--- config.mk ---
export PLATFORM = sky130hd
export DESIGN_NAME = rpi_fifo
export DESIGN_NICKNAME = d
export VERILOG_FILES = /design/src/rpi_pkg.sv /design/src/rpi_fifo.sv
export SDC_FILE = /design/constraint.sdc
export NUM_CORES = 1
export LEC_CHECK = 0
export BUFFER_PORTS_ARGS = -buffer_cell sky130_fd_sc_hd__clkbuf_2
export CAP_MARGIN = 10
export CELL_PAD_IN_SITES_DETAIL_PLACEMENT = 0
export CELL_PAD_IN_SITES_GLOBAL_PLACEMENT = 1
export CORE_MARGIN = 5
export CORE_UTILIZATION = 50
export DETAILED_ROUTE_END_ITERATION = 10
export PLACE_DENSITY = 0.77
export SKIP_CTS_REPAIR_TIMING = 1
export SLEW_MARGIN = 15
export SYNTH_ARGS = -nofsm -noshare
export SYNTH_HDL_FRONTEND = slang
export SYNTH_SLANG_ARGS = --single-unit
export TNS_END_PERCENT = 10
--- constraint.sdc ---
create_clock -name clk -period 6.35 [get_ports clk]
set_input_delay 0.635 -clock clk [delete_from_list [all_inputs] [get_ports clk]]
set_output_delay 0.635 -clock clk [all_outputs]
set_load 0.01 [all_outputs]
--- src/rpi_pkg.sv ---
// Shared constants, types and helpers for the ray/primitive intersection unit.
`default_nettype none
package rpi_pkg;
	localparam int CW    = 21;           // coordinate width actually used
	localparam int FW    = 21;           // coordinate field width on the ports
	localparam int TW    = 31;           // t_min/t_max width
	localparam int OW    = 32;           // hit_time width
	localparam int RGW   = 63;           // packed xyz register width
	localparam int RADW  = 20;
	localparam int DATW  = 64;
	localparam int PAW   = 6;
	localparam int DW    = CW + 1;       // coordinate differences
	localparam int PW    = 2 * DW + 1;   // 2x2 minors
	localparam int MW    = DW + PW + 2;  // determinants
	localparam int SW    = 2 * DW + 3;   // sphere b, |d|^2, c
	localparam int DSW   = 2 * SW + 2;   // discriminant, even
	localparam int RW    = DSW / 2;      // square root bits
	localparam int SPL   = (SW + 1) / 2; // low part of split multiplies
	localparam int NW    = MW;           // divider operand width
	localparam int FRACB = 16;
	localparam int QB    = 33;           // quotient bits before saturation
	localparam int XW    = NW + QB + 1;
	localparam int QD    = 4;            // queue depth
	localparam int QAW   = 2;

	localparam logic [OW-1:0] MISS_TIME = 32'hFFFF0000;
	localparam logic [OW-1:0] T_MAX_POS = 32'h7FFFFFFF;
	localparam logic [OW-1:0] T_MIN_NEG = 32'h80000000;

	typedef enum logic [2:0] {
		REG_KIND, REG_VA, REG_VB, REG_VC, REG_CTR, REG_RAD
	} rpi_reg_t;

	typedef struct packed {
		logic            kind;   // 1 triangle, 0 sphere
		logic [RGW-1:0]  va;
		logic [RGW-1:0]  vb;
		logic [RGW-1:0]  vc;
		logic [RGW-1:0]  ctr;
		logic [RADW-1:0] rad;
	} rpi_cfg_t;

	// one division job handed from front to back
	typedef struct packed {
		logic          is_tri;
		logic          ok;
		logic          neg;
		logic [NW-1:0] mag;
		logic [NW-1:0] den;
		logic [TW-1:0] tmin;
		logic [TW-1:0] tmax;
	} rpi_job_t;

	function automatic logic signed [DW-1:0] sx(input logic [FW-1:0] v);
		sx = {{(DW-CW){v[CW-1]}}, v[CW-1:0]};
	endfunction

	function automatic logic signed [DW-1:0] comp(input logic [RGW-1:0] r, input int k);
		logic [CW-1:0] c;
		c = r[k*CW +: CW];
		comp = {{(DW-CW){c[CW-1]}}, c};
	endfunction
endpackage
`default_nettype wire

--- src/rpi_fifo.sv ---
// Short job queue between front and back.
`default_nettype none
module rpi_fifo import rpi_pkg::*; (
	input  wire logic     clk,
	input  wire logic     arst_n,
	input  wire logic     push,
	input  wire rpi_job_t din,
	output logic          full,
	input  wire logic     pop,
	output logic          avail,
	output rpi_job_t      dout
);
	rpi_job_t       mem_q [QD];
	logic [QAW-1:0] wp_q, rp_q;
	logic [QAW:0]   cnt_q;

	assign full = cnt_q == (QAW+1)'(QD);
	assign avail = cnt_q != '0;
	assign dout = mem_q[rp_q];

	always_ff @(posedge clk) begin
		if (push) begin
			mem_q[wp_q] <= din;
		end
	end

	always_ff @(posedge clk or negedge arst_n) begin
		if (!arst_n) begin
			wp_q <= '0;
			rp_q <= '0;
			cnt_q <= '0;
		end else begin
			if (push) wp_q <= wp_q + 1'b1;
			if (pop) rp_q <= rp_q + 1'b1;
			cnt_q <= cnt_q + (QAW+1)'(push) - (QAW+1)'(pop);
		end
	end

	a_cnt_range: assert property (@(posedge clk) disable iff (!arst_n)
		cnt_q <= (QAW+1)'(QD)) else $error("queue count beyond depth");
	a_no_overrun: assert property (@(posedge clk) disable iff (!arst_n)
		push |-> !full) else $error("word pushed into full queue");
	a_no_underrun: assert property (@(posedge clk) disable iff (!arst_n)
		pop |-> avail) else $error("word popped from empty queue");
	a_drain: assert property (@(posedge clk) disable iff (!arst_n)
		(pop && !push) |=> cnt_q == $past(cnt_q) - 1'b1) else $error("queue count lost");
endmodule
`default_nettype wire

==> impl_results.md <==
* Mapped cell area at 29800 um^2
* Layout cells sized above 1 at 0.448
* Via/cell ratio at 5.48
* Top FF cell, synth: edfxtp_1
* Largest net degree at the start of global routing at 113
* Synth warn at 0
* Post-layout min period at 3540 ps
* Post-Syn Instances at 1095
* Worst-Margin Slew at 1070 ps
* Mapped Nets at 1309
* Seq pwr share at 0.438
* Core area at 59000 um^2
* Vias in the first global route at 13900
* Die area at 64500 um^2
* Startpoint Class: flip-flop
* Wire per inst at 24.2 um
* Number of flops mapped to enable cells by yosys at 812
* Setup TNS at 0 ps
* Starting Density at 0.504
* Drt pass-1 iters at 4
* Clk network pwr share at 0.291
* Final Setup Violations at 0
* Fill cells at 4150
* Gr usage total at 0.178
* DR vias at 13200
* Power density over the cells at 475 nW/um^2
* Max capacitance violation total at 0
* Rows at 89
* Outcome: completed
* H-tree levels at 3
* Worst-skew pair later-pin latency at 610 ps
* # IOs at 412
* Root Driver: clkbuf_16
* Fmax at 0.282 GHz
* Hold Path Class: primary input to flip-flop
* Commonest non-fill, non-tap cell in the layout: edfxtp_1
* Reg clk slew, reported paths at 70 ps
* Global-route wire length before repair at 86600 um
* Die Height at 254 um
* Multi-input gate area at 4860 um^2
* Post-route design area at 35400 um^2
* Pleak at 0.0122 uW
* Switching part of the total power at 0.285
* Die X at 254 um
* CTS tree: done
* Worst rel slew slack at 0.288
* Final net count at 1772
* Final wirelength at 58000 um
* Combinational share of power at 0.272
* Setup Skew at 19.7 ps
* Clk sinks at 819
* WP data arrival at 2910 ps
* Buffers added on ports at 411
* Req. time, crit path at 5710 ps
* Maximum vdd drop at 0.457 mV
* Synth Area per Inst at 27.2 um^2
* #FFs+latches synth at 819
* Initial drt markers at 960
* Hpwl dp at 34300 um
* Sw power at 4810 uW
* Commonest cells after routing, fill and taps aside: 812 x edfxtp_1, 411 x clkbuf_2, 180 x mux4_2
* DRC violations left at 0
* Routed Antenna Nets at 0
* Grt ovf at 0
* Placed cell areas at 32700 um^2
* Placer Congestion at 0.727
* Area growth, synth to finish at 19.0%
* Antenna violations before repair at 8
* Max clock buf depth at 3
* Unrepaired setup endpoints after global routing: no
* Slew Limit Fails at 0
* FF+latch area at 24600 um^2
* Synth cell types at 18
* Internal cell power at 12000 uW
* Tcrit/Tclk final at 0.558
* Crit. End Element: primary output
* CTS buffer count at 82
* Critical-path maximum fanout at 99
* Sequential area share after synthesis at 0.825
* Crit Path Category: flip-flop to primary output
* Final hold vios at 0
* Async S/R FF share, synth at 0.00855
-- area by class of cell --
| class | count | area share |
|---|---|---|
| repair buffers | 425 | 0.0635 |
| inverters | 6 | 0.000635 |
| clock buffers | 101 | 0.0617 |
| well taps | 773 | 0.0273 |
| flip-flops and latches | 819 | 0.693 |
| clock inverters | 49 | 0.0165 |
| diodes | 3 | 0.000212 |
| multi-input cells | 224 | 0.137 |
-- cell families (layout without fill, tap and decap cells) --
family / Yosys count / in the layout / share of synthesized area
xor gates and xnor gates: 5 / 5 / 0.00147
and+or+nand+nor: 8 / 8 / 0.00151
muxes: 203 / 203 / 0.156
AOI/OAI and AO/OA: 1 / 1 / 0.000168
buffers and inverters: 52 / 581 / 0.0123
other: 0 / 3 / 0
DFF: 819 / 819 / 0.825
adders and majority gates: 7 / 7 / 0.00319
-- routing by layer --
metal	global-route usage	vias up	wire length [um]	share of wire
met5	0	-	57	0.00098
met4	0.0496	10	1140	0.020
met3	0.0561	96	4960	0.086
met2	0.292	431	29500	0.51
met1	0.236	6882	22300	0.39
li1	-	5742	-	-
-- cells in the mapped netlist (3+ instances only) --
library cell,n,area share
edfxtp_1,812,0.82
mux4_2,180,0.14
buf_2,23,0.0039
mux4_1,23,0.020
buf_6,16,0.0061
dfrtp_1,7,0.0059
ha_1,6,0.0025
inv_1,6,0.00076
clkbuf_1,5,0.00063
and2_1,4,0.00084
xnor2_1,3,0.00088
-- sequential cells by signal (all words and copies together), names as in the netlist --
| name | cells |
|---|---|
| rp_q | 2 |
| mem_q | 812 |
| cnt_q | 3 |
| wp_q | 2 |
-- power by group through the flow --
stage / combinational (uW) / sequential [uW] / clock, uW
5_1_grt: 4920 / 7460 / 5270
3_5_place_dp: 4720 / 7500 / 0
4_1_cts: 4730 / 7390 / 5030
2_1_floorplan: 3080 / 7520 / 0
6_report: 4580 / 7370 / 4900
3_3_place_gp: 4720 / 7430 / 0
-- critical path, stage by stage, from the launching register on --
cell	delay (ps)
dfrtp_4	680
buf_12	550
mux4_1	650
clkbuf_2	150
-- stage by stage --
| step | power [uW] | instances | util | worst slack, ps | hold slack [ps] |
|---|---|---|---|---|---|
| after floorplan | 10600 | 1095 | - | 523 | 339 |
| after global placement | 12100 | 2246 | 0.553 | 3380 | 494 |
| after detailed placement | 12200 | 2246 | 0.553 | 3390 | 499 |
| after CTS | 17200 | 2396 | 0.600 | 2720 | -171 |
| after global routing | 17600 | 2398 | 0.600 | 2590 | 201 |
| final | 16800 | 2400 | 0.601 | 2810 | 235 |
-- final timing paths --
| kind | from | to | slack, ps | cells past startpoint |
|---|---|---|---|---|
| max | rp_q[0]$_DFFE_PN0P_ | dout[137] | 2810 | 3 |
| max reg2reg | wp_q[0]$_DFFE_PN0P_ | mem_q[3][45]$_DFFE_PP_ | 3690 | 3 |
| min in group asynchronous | arst_n | rp_q[1]$_DFFE_PN0P_ | 440 | 2 |
| max in group asynchronous | arst_n | rp_q[0]$_DFFE_PN0P_ | 5700 | 2 |
| min reg2reg | wp_q[0]$_DFFE_PN0P_ | wp_q[0]$_DFFE_PN0P_ | 560 | 1 |
| min | din[32] | mem_q[0][32]$_DFFE_PP_ | 230 | 1 |
Power figures use the tool's default switching activity.
